--- src/hw/rtl/sssp_pkg.sv ---
// Shared types, sizes and codes for the shortest-path engine.
// Used by sssp_alu, sssp_wstore and single_source_shortest_paths.
`default_nettype none
package sssp_pkg;

  // Built sizes
  localparam int MAX_VERTICES = 16;
  localparam int WEIGHT_BITS  = 16;
  localparam int DIST_BITS    = 24;

  // Derived widths
  localparam int VIDX_W     = $clog2(MAX_VERTICES);
  localparam int NW         = $clog2(MAX_VERTICES + 1);
  localparam int ADDR_W     = 2 * VIDX_W;
  localparam int DEPTH      = 1 << ADDR_W;
  localparam int SUM_W      = ((DIST_BITS > WEIGHT_BITS) ? DIST_BITS : WEIGHT_BITS) + 1;
  localparam int EDGE_CNT_W = 9;

  // Port field widths
  localparam int IN_VIDX_W  = 6;
  localparam int IN_W_W     = 16;
  localparam int OUT_VIDX_W = 6;
  localparam int OUT_DIST_W = 24;
  localparam int CFG_W      = 7;
  localparam int CFG_IDX_W  = 1;

  localparam logic [WEIGHT_BITS-1:0] W_MAX = '1;
  localparam logic [DIST_BITS-1:0]   D_MAX = '1;

  // Request codes carried in tuser; the fourth code does nothing
  typedef enum logic [1:0] {
    REQ_LOAD  = 2'd0,
    REQ_RUN   = 2'd1,
    REQ_CLEAR = 2'd2
  } req_code_t;

  // Configuration register indexes
  localparam logic [CFG_IDX_W-1:0] CFG_SOURCE = 1'b0;
  localparam logic [CFG_IDX_W-1:0] CFG_VTOTAL = 1'b1;

  typedef enum logic [2:0] {
    ST_IDLE,
    ST_LOAD,
    ST_ERR,
    ST_SCAN,
    ST_PICK,
    ST_REL_RD,
    ST_REL_UPD,
    ST_EMIT
  } state_t;

  // Request to the weight store
  typedef struct packed {
    logic                   rd;
    logic                   wr;
    logic                   clr;
    logic                   fresh;   // write creates a new edge
    logic [ADDR_W-1:0]      addr;
    logic [WEIGHT_BITS-1:0] wdata;
  } wst_req_t;

  // Answer from the weight store
  typedef struct packed {
    logic                   present;
    logic [WEIGHT_BITS-1:0] rdata;
    logic                   empty;   // no edge stored
  } wst_rsp_t;

  // Saturate an incoming weight to the stored width
  function automatic logic [WEIGHT_BITS-1:0] sat_weight(input logic [IN_W_W-1:0] w);
    logic [32:0] wide;
    wide = 33'(w);
    if (wide > 33'(W_MAX)) return W_MAX;
    return WEIGHT_BITS'(w);
  endfunction

endpackage
`default_nettype wire

--- src/hw/rtl/sssp_wstore.sv ---
// Weight matrix store: presence flags in flip-flops, weights in a memory,
// and the saturating count of distinct edges. Depends on sssp_pkg.
`default_nettype none
module sssp_wstore (
  input  wire logic               clk,
  input  wire logic               rst,
  input  wire sssp_pkg::wst_req_t req,
  output sssp_pkg::wst_rsp_t      rsp
);
  import sssp_pkg::*;

  logic [WEIGHT_BITS-1:0] mem [DEPTH];
  logic [DEPTH-1:0]       present;
  logic [EDGE_CNT_W-1:0]  edge_cnt;
  logic [WEIGHT_BITS-1:0] rdata;
  logic                   rpresent;

  always_ff @(posedge clk) begin
    if (req.wr) begin
      mem[req.addr] <= req.wdata;
    end
    if (req.rd) begin
      rdata <= mem[req.addr];
    end
  end

  always_ff @(posedge clk) begin
    if (rst) begin
      present  <= '0;
      edge_cnt <= '0;
      rpresent <= 1'b0;
    end else begin
      if (req.rd) begin
        rpresent <= present[req.addr];
      end
      if (req.clr) begin
        present  <= '0;
        edge_cnt <= '0;
      end else if (req.wr) begin
        present[req.addr] <= 1'b1;
        if (req.fresh && edge_cnt != '1) begin
          edge_cnt <= edge_cnt + EDGE_CNT_W'(1);
        end
      end
    end
  end

  assign rsp.present = rpresent;
  assign rsp.rdata   = rdata;
  assign rsp.empty   = (edge_cnt == '0);
endmodule
`default_nettype wire
--- config.mk ---
export PLATFORM = sky130hd
export DESIGN_NAME = sssp_wstore
export DESIGN_NICKNAME = d
export VERILOG_FILES = /design/src/hw/rtl/sssp_pkg.sv /design/src/hw/rtl/sssp_wstore.sv
export SDC_FILE = /design/constraint.sdc
export NUM_CORES = 2
export LEC_CHECK = 0
export BUFFER_PORTS_ARGS = -buffer_cell sky130_fd_sc_hd__buf_2
export CORE_MARGIN = 4
export CORE_UTILIZATION = 40
export CTS_CLUSTER_DIAMETER = 50
export DETAILED_ROUTE_END_ITERATION = 8
export HOLD_SLACK_MARGIN = 0.08
export PLACE_DENSITY_LB_ADDON = 0.1
export SLEW_MARGIN = 5
export SYNTH_ARGS = -nofsm -noshare
export SYNTH_HDL_FRONTEND = slang
export SYNTH_SLANG_ARGS = --single-unit
--- constraint.sdc ---
create_clock -name clk -period 6.3 [get_ports clk]
set_input_delay 0.945 -clock clk [delete_from_list [all_inputs] [get_ports clk]]
set_output_delay 0.945 -clock clk [all_outputs]
set_load 0.03 [all_outputs]
==> run_results.csv <==
group,metric,value,unit
run_status,status,"completed",
clocking,clock_path_buffers,4,
route,drc,0,
route,routed_wl,523,mm
sta,finalCriticalPeriod,4.69,ns
route,vias_per_cell,5.93,
synth,yosysWarningCount,0,
synth,synth.avg_cell_area,21.9,µm²
synth,syn_nets,7660,
layout,final_cell_mix,"4112 x edfxtp_1, 1206 x mux4_2, 514 x nor2_1",
global_routing,grt_max_degree,179,
layout,area_growth,15.8,%
setup_path,crit_path_max_fanout,61,
route,dr_total_vias,84100,
clocking,cts_tree,"built",
clocking,cts_setup_buffers,0,
synth,ys_seq_area_frac,0.772,
power,p_total,63.1,mW
placed_design,dp.cells,13300,
synth,synth.largest_area_cell,"edfxtp_1",
synth,synth_edf_count,4112,
sta,rsz0062_at_grt,"no",
synth,syn_area,167000,µm²
synth,synth_top_area_frac,0.740,
die,die_area,427000,µm²
sta,worstMarginPinSlew,1.42,ns
die,fp-row-count,236,
layout,finalNonFillerCells,14200,
die,io_pins,48,
setup_path,arrival,5.44,ns
route,wl_per_cell,36.9,µm
clocking,cts-buffers-inserted,484,
setup_path,criticalPathCategory,"primary input to flop",
sta,timing.setup.tns,0,ns
setup_path,path_buf_inv,4,
power,pwr_density_cell,326,nW/µm²
global_routing,antenna_found_initial,35,
layout,fin_nets,8296,
clocking,cts_sinks,4378,
setup_path,crit_chain,"buf_8, buf_12, buf_12, mux4_2, a22oi_1, a21oi_1, nor4_1, buf_4, o311ai_0",
power,static-leakage-power,60.5,nW
placed_design,place_hpwl,317,mm
setup_path,slowest_delay,1.22,ns
die,die_w,654,µm
synth,synth_ff_type,"edfxtp_1",
route,drtPass1Iterations,6,
run,maxCapViolCount,0,
clocking,cts-root-buf,"clkbuf_16",
sta,hold_viol_final,0,
sta,fmax,0.213,GHz
placed_design,gp_congestion,0.877,
global_routing,grt_pass1_vias,83800,
synth,synth.area.top_cells,"edfxtp_1 74%, mux4_2 16%, dfxtp_1 3.2%, nor2_1 1.7%, mux2i_1 0.92%",
clocking,clock_latency,1.04,ns
route,drt_iter0_markers,10600,
global_routing,grt_first_pass_wirelength,716,mm
sta,slew_headroom,0.0456,
synth,synth_seq_cells,4378,
setup_path,crit_family,"buffers and inverters",
die,die_h,654,µm
setup_path,critPathRequiredTime,7.05,ns
layout,stdcell_area,193000,µm²
power,peakVddDrop,0.256,mV
sta,finalMaxSlewViolations,0,
global_routing,track_usage,0.243,
layout,final_common_cell,"edfxtp_1",
clocking,ctsHoldBuffers,0,
setup_path,cp_slowest_cell,"nor4_1",
hold_path,hp-class,"primary input to flop",
synth,ys_async_sr_fraction,0,
clocking,cts_max_level,5,
placed_design,port_buffers,47,
setup_path,startpoint_type,"primary input",
sta,setup_violations,0,
setup_path,cp_common_cell,"buf_12",
route,postRouteAntennaNets,0,
layout,drive_gt1_frac,0.322,
die,core_area,414000,µm²
sta,fin_skew,0.0868,ns
placed_design,dpl_cell_area,177000,µm²
die,start_util,0.403,
synth,synthCells,7627,
setup_path,end_kind,"flop",
global_routing,grt.overflow.total,0,
clocking,cts_resized,0,
synth,synth.distinct_cells,68,
clocking,clk_pin_slew,0.06,ns
sta,finalCritPeriodShare,0.745,
synthesized netlist by cell type (all sizes together) (3+ instances only):
cell type and instances:
or3 14, o221ai 6, mux4 1206, nand2 135, edfxtp 4112, dfxtp 266, nand3 44, or2 8
mux2 8, a311oi 5, a21oi 55, o211ai 3, nor3b 3, and3 7, buf 244, a211oi 5
o32ai 4, o311ai 3, o21a 22, or4 3, a22oi 89, nand2b 9, nor4 9, and2 6
a2111oi 5, inv 5, a221oi 32, a211o 3, a31oi 10, nor3 12, o21ai 18, nor2 777
o22a 3, ha 3, nand4 18, mux2i 153, clkbuf 182, o2111ai 3, a22o 33, o22ai 64
nor2b 12, xor2 4
per-layer routing:
layer | vias up | routed length, µm | track usage
met3 | 768 | 36000 | 0.0386
met1 | 46600 | 219000 | 0.344
met4 | 4 | 20300 | 0.0820
met5 | - | 28 | 0
li1 | 33300 | - | -
met2 | 3434 | 248000 | 0.385
worst reg2reg max path: cells and delay by family (launching register included):
kind,cells,cell delay (ns)
DFF,1,0.36
buffers and inverters,1,0.26
AOI/OAI and AO/OA,3,1.07
muxes,1,0.52
and+or+nand+nor,1,1.22
metrics by stage:
| step | hold slack [ns] | utilization | setup WS, ns |
|---|---|---|---|
| global placement | 0.441 | 0.428 | 0.105 |
| floorplan | 0.432 | - | 2.47 |
| detailed placement | 0.448 | 0.428 | 0.589 |
| finish | 0.370 | 0.466 | 1.61 |
| CTS | 0.295 | 0.466 | 1.67 |
| global route | 0.338 | 0.466 | 1.75 |
final timing paths:
kind                               endpoint  cells after the start                 startpoint  slack (ns)
setup / recovery        rdata[11]$_DFFE_PP_                      9                    req[17]        1.61
hold / removal        mem[196][6]$_DFFE_PP_                      1                     req[6]        0.37
hold reg to reg   present[206]$_SDFFE_PP0P_                      1  present[206]$_SDFFE_PP0P_        0.46
setup reg to reg        rdata[11]$_DFFE_PP_                      6      mem[43][11]$_DFFE_PP_        2.67
cell families after synthesis:
family	count (synthesis)	share of synthesized area
and+or+nand+nor	1066	0.0261
xor gates and xnor gates	5	0.000262
buffers and inverters	431	0.0127
AOI/OAI and AO/OA	377	0.0162
DFF	4378	0.772
muxes	1367	0.173
adders and majority gates	3	0.000225
where the power goes:
| part | switching, mW | internal, mW |
|---|---|---|
| registers | 0.0574 | 31.9 |
| logic | 2.14 | 1.04 |
| clock network | 11.6 | 16.3 |
| total | 13.8 | 49.2 |
cell type report:
class | count | area [µm²]
timing repair buffer | 576 | 5040
sequential | 4378 | 129000
fill | 34300 | 221000
inverter | 5 | 26.3
antenna | 29 | 72.6
clock buffer | 623 | 13000
clock inverter | 284 | 2700
tap | 5474 | 6850
multi-input combinational | 2818 | 36700
state kept, by name, summed over array words and instances, names as in the netlist:
| signal | count |
|---|---|
| rpresent | 1 |
| edge_cnt | 9 |
| present | 256 |
| mem | 4096 |
| rdata | 16 |
Power figures use the tool's default switching activity.
