[src/hw/rtl/sssp_pkg.sv]
// Shared types, sizes and codes for the shortest-path engine.
// Used by sssp_alu, sssp_wstore and single_source_shortest_paths.
`default_nettype none
package sssp_pkg;

  // Built sizes
  localparam int MAX_VERTICES = 16;
  localparam int WEIGHT_BITS  = 16;
  localparam int DIST_BITS    = 24;

  // Derived widths
  localparam int VIDX_W     = $clog2(MAX_VERTICES);
  localparam int NW         = $clog2(MAX_VERTICES + 1);
  localparam int ADDR_W     = 2 * VIDX_W;
  localparam int DEPTH      = 1 << ADDR_W;
  localparam int SUM_W      = ((DIST_BITS > WEIGHT_BITS) ? DIST_BITS : WEIGHT_BITS) + 1;
  localparam int EDGE_CNT_W = 9;

  // Port field widths
  localparam int IN_VIDX_W  = 6;
  localparam int IN_W_W     = 16;
  localparam int OUT_VIDX_W = 6;
  localparam int OUT_DIST_W = 24;
  localparam int CFG_W      = 7;
  localparam int CFG_IDX_W  = 1;

  localparam logic [WEIGHT_BITS-1:0] W_MAX = '1;
  localparam logic [DIST_BITS-1:0]   D_MAX = '1;

  // Request codes carried in tuser; the fourth code does nothing
  typedef enum logic [1:0] {
    REQ_LOAD  = 2'd0,
    REQ_RUN   = 2'd1,
    REQ_CLEAR = 2'd2
  } req_code_t;

  // Configuration register indexes
  localparam logic [CFG_IDX_W-1:0] CFG_SOURCE = 1'b0;
  localparam logic [CFG_IDX_W-1:0] CFG_VTOTAL = 1'b1;

  typedef enum logic [2:0] {
    ST_IDLE,
    ST_LOAD,
    ST_ERR,
    ST_SCAN,
    ST_PICK,
    ST_REL_RD,
    ST_REL_UPD,
    ST_EMIT
  } state_t;

  // Request to the weight store
  typedef struct packed {
    logic                   rd;
    logic                   wr;
    logic                   clr;
    logic                   fresh;   // write creates a new edge
    logic [ADDR_W-1:0]      addr;
    logic [WEIGHT_BITS-1:0] wdata;
  } wst_req_t;

  // Answer from the weight store
  typedef struct packed {
    logic                   present;
    logic [WEIGHT_BITS-1:0] rdata;
    logic                   empty;   // no edge stored
  } wst_rsp_t;

  // Saturate an incoming weight to the stored width
  function automatic logic [WEIGHT_BITS-1:0] sat_weight(input logic [IN_W_W-1:0] w);
    logic [32:0] wide;
    wide = 33'(w);
    if (wide > 33'(W_MAX)) return W_MAX;
    return WEIGHT_BITS'(w);
  endfunction

endpackage
`default_nettype wire

[src/hw/rtl/sssp_alu.sv]
// Shared add-and-compare unit: saturating distance add, then a less-than test.
// Depends on sssp_pkg.
`default_nettype none
module sssp_alu (
  input  wire logic [sssp_pkg::DIST_BITS-1:0]   base,
  input  wire logic [sssp_pkg::WEIGHT_BITS-1:0] addend,
  input  wire logic [sssp_pkg::DIST_BITS-1:0]   cmp_val,
  output logic      [sssp_pkg::DIST_BITS-1:0]   sum,
  output logic                                  less
);
  import sssp_pkg::*;

  logic [SUM_W-1:0] raw;

  always_comb begin
    raw  = SUM_W'(base) + SUM_W'(addend);
    sum  = (raw > SUM_W'(D_MAX)) ? D_MAX : DIST_BITS'(raw);
    less = sum < cmp_val;
  end
endmodule
`default_nettype wire

[config.mk]
export PLATFORM = sky130hd
export DESIGN_NAME = sssp_alu
export DESIGN_NICKNAME = d
export VERILOG_FILES = /design/src/hw/rtl/sssp_pkg.sv /design/src/hw/rtl/sssp_alu.sv
export SDC_FILE = /design/constraint.sdc
export NUM_CORES = 1
export LEC_CHECK = 0
export ABC_AREA = 1
export BUFFER_PORTS_ARGS = -buffer_cell sky130_fd_sc_hd__buf_2
export CORE_MARGIN = 4
export CORE_UTILIZATION = 52
export DETAILED_ROUTE_END_ITERATION = 10
export PLACE_DENSITY_LB_ADDON = 0.1
export REMOVE_ABC_BUFFERS = 1
export SYNTH_ARGS = -nofsm -noshare
export SYNTH_HDL_FRONTEND = slang
export SYNTH_SLANG_ARGS = --single-unit
export TNS_END_PERCENT = 50
[constraint.sdc]
create_clock -name vclk -period 8.3
set_clock_uncertainty 0.2 [all_clocks]
set_input_delay 0.83 -clock vclk [all_inputs]
set_output_delay 0.83 -clock vclk [all_outputs]
set_load 0.05 [all_outputs]
==> results.py, run 1 <==
metrics = {
    "cells_and_area": {
        "area_growth_pct": 28.27,
        "n_fill_cell": 319,
        "clock_buffer_count": 0,
        "n_antenna_cell": 0,
        "drive_above_1_share": 0.3306,
        "seq_cells": 0,
        "multi_input_comb_area_um2": 1509,
        "layout_commonest_cell": "buf_2",
        "ff_latch_area_um2": 0,
        "mostFrequentLayoutCells": "89 x buf_2, 73 x nand2_1, 52 x inv_1, 39 x ha_1, 22 x a21oi_1",
        "nNetsFinal": 478,
    },
    "sta": {
        "tightest_slew_ns": 0.3642,
        "report.final.slew_viol_count": 0,
        "finalCritPeriodShare": 0.5753,
        "layout_min_cycle_time_ns": 4.775,
        "hold_ws_ns": 1.943,
        "fin_setup_tns_ns": 0,
        "fin_ws_ns": 3.525,
        "rsz0062_at_grt": "false",
        "fmax_ghz": 0.2094,
        "hold_violations": 0,
        "slew_headroom": 0.7549,
        "setup_viol_count_final": 0,
    },
    "clock_tree": {
        "cts_resized": 0,
        "cts_setup_buffers": 0,
        "cts-hold-fix-buffers": 0,
    },
    "critical_path": {
        "crit_arrival_ns": 3.75,
        "end_kind": "output pin",
        "start_kind": "input pin",
        "crit_type": "input pin to output pin",
        "critPathMaxFanout": 4,
        "crit_required_ns": 7.27,
    },
    "detailed_routing": {
        "drt_wl_total_um": 4553,
        "firstDrtPassIters": 6,
        "route.detailed.wl_per_inst_um": 10.94,
        "drc": 0,
        "detail-route-antenna-nets": 0,
        "drt_iter0_markers": 59,
        "vias_per_cell": 5.024,
        "dr_total_vias": 2090,
    },
    "grt": {
        "grt_max_degree": 20,
        "grt_pass1_vias": 1851,
        "grt_pass1_wl_um": 7486,
        "grt_usage": 0.2050,
        "grt_overflow": 0,
        "grt_antenna_before_repair": 0,
    },
    "logic_synthesis": {
        "synth_cells": 284,
        "syn_area_per_cell_um2": 6.093,
        "yosysWarnings": 0,
        "yosys.area.top_type": "ha_1",
        "seq_area_frac_synth": 0,
        "synth_area_leaders": "ha_1 28%, nand2_1 16%, inv_1 11%",
        "yosysTopAreaCellShare": 0.2820,
        "netlist_area_um2": 1730,
        "yosysUniqueCellTypes": 30,
    },
    "place": {
        "place_ws_ns": 3.555,
        "globalplace.congestion": 0.8618,
        "io_buffers": 89,
        "dpl.hpwl_um": 4160,
    },
    "hold_path": {
        "min_path_cells": 4,
        "hp-start": "base[21]",
        "worstHoldEndpoint": "sum[21]",
        "hp-class": "input pin to output pin",
    },
    "die": {
        "fp.dieH_um": 65.69,
        "die_area_um2": 4315,
        "core_um2": 3128,
        "ios": 89,
        "initial_utilization": 0.5532,
        "fp.dieW_um": 65.69,
        "rows": 20,
    },
    "flow_run": {
        "max_cap_viol_count": 0,
    },
    "pwr": {
        "cellPowerDensity_nw_per_um2": 107.8,
        "power.leakage_nw": 1.378,
        "total_power_mw": 0.2393,
        "vdd_drop_max_mv": 0.07010,
    },
    "status": {
        "status": "finished, final reports clean",
    },
}
[critical path, stage by stage]
cell     delay, ns
buf_2         0.08
ha_1          0.15
inv_1         0.05
fa_1          0.35
inv_1         0.08
nand2_1       0.07
nand2_1       0.10
nand3_2       0.09
a21oi_2       0.18
o21ai_2       0.09
nor2_4        0.13
nand2_1       0.08
xor2_1        0.13
nand2_1       0.09
ha_1          0.28
nand2_1       0.07
nor2_1        0.14
nand4_1       0.13
nor4_1        0.30
a21oi_2       0.10
buf_2         0.22
[metal layers]
layer / vias up / wire (um) / GRT usage
li1: 1101 / - / -
met1: 922 / 2094 / 0.2739
met2: 63 / 2117 / 0.3667
met3: 4 / 314 / 0.02051
met4: 0 / 27 / 0.01295
met5: - / 0 / 0
[layout make-up]
type,count,area share
well taps,44,0.02480
multi-input cells,227,0.6798
repair buffers,89,0.2007
inverters,56,0.09470
[power by group]
part	switching (mW)	leakage (nW)	total (mW)	internal, mW
Clock	0	0	0	0
Sequential	0	0	0	0
Combinational	0.164	1.38	0.239	0.0749
Total	0.164	1.38	0.239	0.0749
[stage by stage]
step | cells | area (um^2) | util
2_1_floorplan | 283 | 1719 | -
3_3_place_gp | 416 | 2220 | 0.7096
3_5_place_dp | 416 | 2220 | 0.7096
4_1_cts | 416 | 2220 | 0.7096
5_1_grt | 416 | 2220 | 0.7096
6_report | 416 | 2220 | 0.7096
[cells in the mapped netlist, drive strengths merged]
library cell / number
nand2: 86
inv: 56
ha: 39
a21oi: 29
nor2: 18
o21ai: 13
xor2: 10
nand3: 9
a31oi: 4
nand4: 4
xnor2: 4
o21bai: 3
nor3: 2
a211oi: 1
a21boi: 1
and2: 1
buf: 1
fa: 1
nor4: 1
o2111ai: 1
[worst max-delay path by stage]
stage                       start   end  slack, ns  depth (start not counted)
after global routing      base[0]  less       3.23                         21
final                     base[0]  less       3.52                         21
after detailed placement  base[0]  less       3.56                         21
after CTS                 base[0]  less       3.54                         21
after global placement    base[0]  less       3.59                         21
after floorplan           base[0]  less       2.93                         18
[kinds of logic after synthesis]
kind of cell,after synthesis,share of synthesized area
adders and majority gates,40,0.2936
buffers and inverters,57,0.1280
xor gates and xnor gates,14,0.07086
AOI/OAI and AO/OA,52,0.1952
and+or+nand+nor,121,0.3124
(Power assumes the default switching activity.)
==> run 2, diff against run 1 <==
--- a/config.mk
+++ b/config.mk
@@ -8,7 +8,7 @@
 export ABC_AREA = 1
 export BUFFER_PORTS_ARGS = -buffer_cell sky130_fd_sc_hd__buf_2
 export CORE_MARGIN = 4
-export CORE_UTILIZATION = 52
+export CORE_UTILIZATION = 49
 export DETAILED_ROUTE_END_ITERATION = 10
 export PLACE_DENSITY_LB_ADDON = 0.1
 export REMOVE_ABC_BUFFERS = 1
==> constraint.sdc (replaced) <==
create_clock -name vclk -period 4.4
set_clock_uncertainty 0.2 [all_clocks]
set_input_delay 0.44 -clock vclk [all_inputs]
set_output_delay 0.44 -clock vclk [all_outputs]
set_load 0.05 [all_outputs]
==> run 2 against run 1 <==
- critical path type unchanged
- critical path depth is the same
- design area grew 0.11%
- global-route usage shrank 2.3 points
- highest routed layer unchanged
- cell count grew 0.48%
- count of clock-buffer cells in the layout is the same
- routed wire length shrank 6.0%
==> results.py, run 2 (synthesis gave the netlist of run 1 again) <==
metrics = {
    "critical_path": {
        "slowest_delay_ns": 0.35,
        "crit_type": "input pin to output pin",
        "start_kind": "input pin",
        "end_kind": "output pin",
        "critPathSlowestCell": "fa_1",
        "path_buf_inv": 4,
        "crit_required_ns": 3.76,
        "cpLargestDelayFamily": "simple AND/OR/NAND/NOR gates",
        "critPathMaxFanout": 4,
        "cpMostUsedCell": "nand2_1",
        "crit_arrival_ns": 3.22,
        "critical_path.cell_chain": "buf_2, ha_1, inv_1, fa_1, inv_1, nand2_1, nand2_1, nand3_2, a21oi_2, o21ai_2, nor2_4, nand2_1, xor2_1, nand2_1, ha_1, nand2_1, nor2_1, nand4_1, nor4_1, a21oi_2, buf_2",
    },
    "die": {
        "fp.dieH_um": 67.43,
        "core_um2": 3363,
        "fp.dieW_um": 67.43,
        "die_area_um2": 4546,
        "ios": 89,
        "initial_utilization": 0.5145,
        "rows": 21,
    },
    "cells_and_area": {
        "layout_commonest_cell": "buf_2",
        "mostFrequentLayoutCells": "89 x buf_2, 73 x nand2_1, 52 x inv_1, 39 x ha_1, 22 x a21oi_1",
        "seq_cells": 0,
        "n_antenna_cell": 0,
        "ff_latch_area_um2": 0,
        "area_growth_pct": 28.42,
        "nNetsFinal": 478,
        "clock_buffer_count": 0,
        "drive_above_1_share": 0.3306,
        "final_util": 0.6607,
    },
    "pwr": {
        "power.leakage_nw": 1.378,
        "switching_power_mw": 0.3079,
        "p_sw_frac": 0.6858,
        "power_frac_seq": 0,
        "power_frac_comb": 1.000,
        "p_int_mw": 0.1410,
        "clkPwrFrac": 0,
        "total_power_mw": 0.4489,
        "vdd_drop_max_mv": 0.1332,
        "cellPowerDensity_nw_per_um2": 202.0,
    },
    "sta": {
        "tightest_slew_ns": 0.4445,
        "hold_violations": 0,
        "rsz0062_at_grt": "false",
        "fin_setup_tns_ns": 0,
        "finalCritPeriodShare": 0.8770,
        "fin_ws_ns": 0.5413,
        "fmax_ghz": 0.2592,
        "slew_headroom": 0.7006,
        "setup_viol_count_final": 0,
        "report.final.slew_viol_count": 0,
        "layout_min_cycle_time_ns": 3.859,
    },
    "hold_path": {
        "hp-class": "input pin to output pin",
        "min_path_cells": 4,
        "worstHoldEndpoint": "sum[22]",
        "hp-start": "base[22]",
    },
    "detailed_routing": {
        "route.detailed.wl_per_inst_um": 10.24,
        "vias_per_cell": 4.825,
        "firstDrtPassIters": 5,
        "drc": 0,
        "drt_wl_total_um": 4282,
        "drt_iter0_markers": 41,
        "detail-route-antenna-nets": 0,
        "dr_total_vias": 2017,
    },
    "grt": {
        "grt_max_degree": 20,
        "grt_overflow": 0,
        "grt_pass1_wl_um": 6872,
        "grt_antenna_before_repair": 0,
        "grt_pass1_vias": 1787,
        "grt_usage": 0.1825,
    },
    "place": {
        "place_ws_ns": 0.5193,
        "globalplace.congestion": 0.8719,
        "dpl.hpwl_um": 3979,
        "io_buffers": 89,
    },
    "flow_run": {
        "max_cap_viol_count": 0,
    },
    "clock_tree": {
        "cts_setup_buffers": 0,
        "cts_resized": 0,
        "cts-hold-fix-buffers": 0,
    },
    "status": {
        "status": "finished, final reports clean",
    },
}
[run 2: cell counts in the layout (fill, tap and decap cells not counted)]
No cell type changed its count.
[run 2: per-layer routing]
metal | track usage | share of wire | vias to the layer above
met5 | 0 | 0 | -
met4 | 0.007595 | 0.0035 | 0
met3 | 0.006656 | 0.057 | 2
met2 | 0.3497 | 0.49 | 57
met1 | 0.2349 | 0.45 | 861
li1 | - | - | 1097
[run 2: how the worst max path moves through the flow]
stage / from / end / cells after the start
after floorplan: base[0] / less / 18
after global placement: base[6] / less / 19
after detailed placement: base[0] / less / 22
after CTS: base[0] / less / 22
after global routing: base[0] / less / 21
final: base[0] / less / 21
[run 2: power by group through the flow]
stage               clock, mW  sequential (mW)  combinational (mW)
global placement            0                0               0.448
floorplan                   0                0               0.340
global route                0                0               0.495
detailed placement          0                0               0.450
finish                      0                0               0.449
CTS                         0                0               0.451
[run 2: per-stage QoR]
step	hold slack, ns	cells	cell area (um^2)
after detailed placement	1.172	418	2222
after floorplan	1.049	283	1719
final	1.175	418	2222
after global placement	1.168	418	2222
after CTS	1.173	418	2222
after global routing	1.202	418	2222
[run 2: layout make-up]
class | count | area, um^2
multi-input cells | 227 | 1509
fillers | 368 | 1141
repair buffers | 89 | 445.4
inverters | 56 | 210.2
well taps | 46 | 57.56
[run 2: tightest hold or removal path, stage by stage]
cell and delay, ns:
buf_2 0.10, xor2_1 0.06, nand2_1 0.07, buf_2 0.26
==> run 3, diff against run 2 <==
--- a/config.mk
+++ b/config.mk
@@ -10,7 +10,7 @@
 export CORE_MARGIN = 4
 export CORE_UTILIZATION = 49
 export DETAILED_ROUTE_END_ITERATION = 10
-export PLACE_DENSITY_LB_ADDON = 0.1
+export PLACE_DENSITY = 0.93
 export REMOVE_ABC_BUFFERS = 1
 export SYNTH_ARGS = -nofsm -noshare
 export SYNTH_HDL_FRONTEND = slang
==> run 3 against run 2 <==
- global-route usage increased by 0.14 points
- sequential cell count did not move
- routed wire length rose by 3.3%
- cell count unchanged
- hold slack better by 0.0085 ns
- design area unchanged
- die area unchanged
- critical path depth stayed put
- worst setup slack worse by 0.097 ns
- via count is 1.9% higher
- largest cell class unchanged
==> results.py, run 3 (synthesis gave the netlist of run 1 again) <==
metrics = {
    "cells_and_area": {
        "ff_latch_area_um2": 0,
        "nNetsFinal": 478,
        "n_antenna_cell": 0,
        "layout_commonest_cell": "buf_2",
        "seq_cells": 0,
        "clock_buffer_count": 0,
        "area_growth_pct": 28.42,
        "final_cells": 418,
        "mostFrequentLayoutCells": "89 x buf_2, 73 x nand2_1, 52 x inv_1, 39 x ha_1, 22 x a21oi_1",
        "final_util": 0.6607,
        "drive_above_1_share": 0.3306,
    },
    "critical_path": {
        "crit_type": "input pin to output pin",
        "start_kind": "input pin",
        "crit_arrival_ns": 3.32,
        "crit_required_ns": 3.76,
        "critPathMaxFanout": 4,
        "end_kind": "output pin",
    },
    "grt": {
        "grt_max_degree": 20,
        "grt_pass1_vias": 1822,
        "grt_overflow": 0,
        "grt_antenna_before_repair": 0,
        "grt_usage": 0.1839,
        "grt_pass1_wl_um": 6893,
    },
    "sta": {
        "fin_setup_tns_ns": 0,
        "fmax_ghz": 0.2528,
        "tightest_slew_ns": 0.3311,
        "finalCritPeriodShare": 0.8991,
        "fin_ws_ns": 0.4440,
        "setup_viol_count_final": 0,
        "slew_headroom": 0.7772,
        "layout_min_cycle_time_ns": 3.956,
        "hold_violations": 0,
        "report.final.slew_viol_count": 0,
        "rsz0062_at_grt": "false",
    },
    "detailed_routing": {
        "drc": 0,
        "detail-route-antenna-nets": 0,
        "firstDrtPassIters": 4,
        "drt_wl_total_um": 4424,
        "drt_iter0_markers": 53,
        "dr_total_vias": 2055,
        "route.detailed.wl_per_inst_um": 10.58,
        "vias_per_cell": 4.916,
    },
    "place": {
        "dpl.hpwl_um": 4124,
        "place_ws_ns": 0.4336,
        "globalplace.congestion": 0.8605,
        "io_buffers": 89,
        "placed_cells": 418,
    },
    "pwr": {
        "switching_power_mw": 0.3106,
        "power.leakage_nw": 1.378,
        "vdd_drop_max_mv": 0.1522,
        "p_int_mw": 0.1418,
        "power_frac_comb": 1.000,
        "total_power_mw": 0.4524,
        "power_frac_seq": 0,
        "p_sw_frac": 0.6866,
        "clkPwrFrac": 0,
        "cellPowerDensity_nw_per_um2": 203.6,
    },
    "hold_path": {
        "hp-class": "input pin to output pin",
    },
    "clock_tree": {
        "cts-hold-fix-buffers": 0,
        "cts_setup_buffers": 0,
        "cts_resized": 0,
    },
    "status": {
        "status": "finished, final reports clean",
    },
    "die": {
        "fp.dieH_um": 67.43,
        "die_area_um2": 4546,
        "initial_utilization": 0.5145,
        "rows": 21,
        "core_um2": 3363,
        "fp.dieW_um": 67.43,
        "ios": 89,
    },
    "flow_run": {
        "max_cap_viol_count": 0,
    },
}
[run 3: cell counts in the layout (fill, tap and decap cells not counted)]
Identical to the previous run, type by type.
[run 3: layout make-up]
type	instances	area, um^2
Multi-Input combinational cell	227	1509
Fill cell	348	1141
Timing Repair Buffer	89	445.4
Inverter	56	210.2
Tap cell	46	57.56
[run 3: worst paths after layout]
path / start / to / slack (ns) / cells past startpoint
worst max-delay path: base[0] / less / 0.44 / 21
worst min-delay path: base[20] / sum[20] / 1.18 / 4
[run 3: metal layers]
| metal | track usage | part of all wire | vias up |
|---|---|---|---|
| met5 | 0 | 0 | - |
| met2 | 0.3791 | 0.49 | 71 |
| met4 | 0.005063 | 0 | 0 |
| met3 | 0.008319 | 0.081 | 0 |
| li1 | - | - | 1104 |
| met1 | 0.2152 | 0.43 | 880 |
[run 3: stage by stage]
stage                     hold slack (ns)  instance area, um^2
after floorplan                     1.049                 1719
after global placement              1.176                 2222
after detailed placement            1.178                 2222
after CTS                           1.178                 2222
after global routing                1.209                 2222
final                               1.184                 2222
[run 3: power groups by stage]
stage                     registers [mW]  clock network [mW]  logic (mW)
after floorplan                        0                   0       0.340
after global placement                 0                   0       0.443
after detailed placement               0                   0       0.451
after CTS                              0                   0       0.453
after global routing                   0                   0       0.497
final                                  0                   0       0.452
[run 3: critical path, cell delays in order]
cell     delay [ns]
buf_2          0.08
ha_1           0.15
inv_1          0.05
fa_1           0.36
inv_1          0.08
nand2_1        0.07
nand2_1        0.09
nand3_2        0.09
a21oi_2        0.19
o21ai_2        0.10
nor2_4         0.13
nand2_1        0.08
xor2_1         0.13
nand2_1        0.09
ha_1           0.29
nand2_1        0.07
nor2_1         0.13
nand4_1        0.11
nor4_1         0.27
a21oi_2        0.10
buf_2          0.22
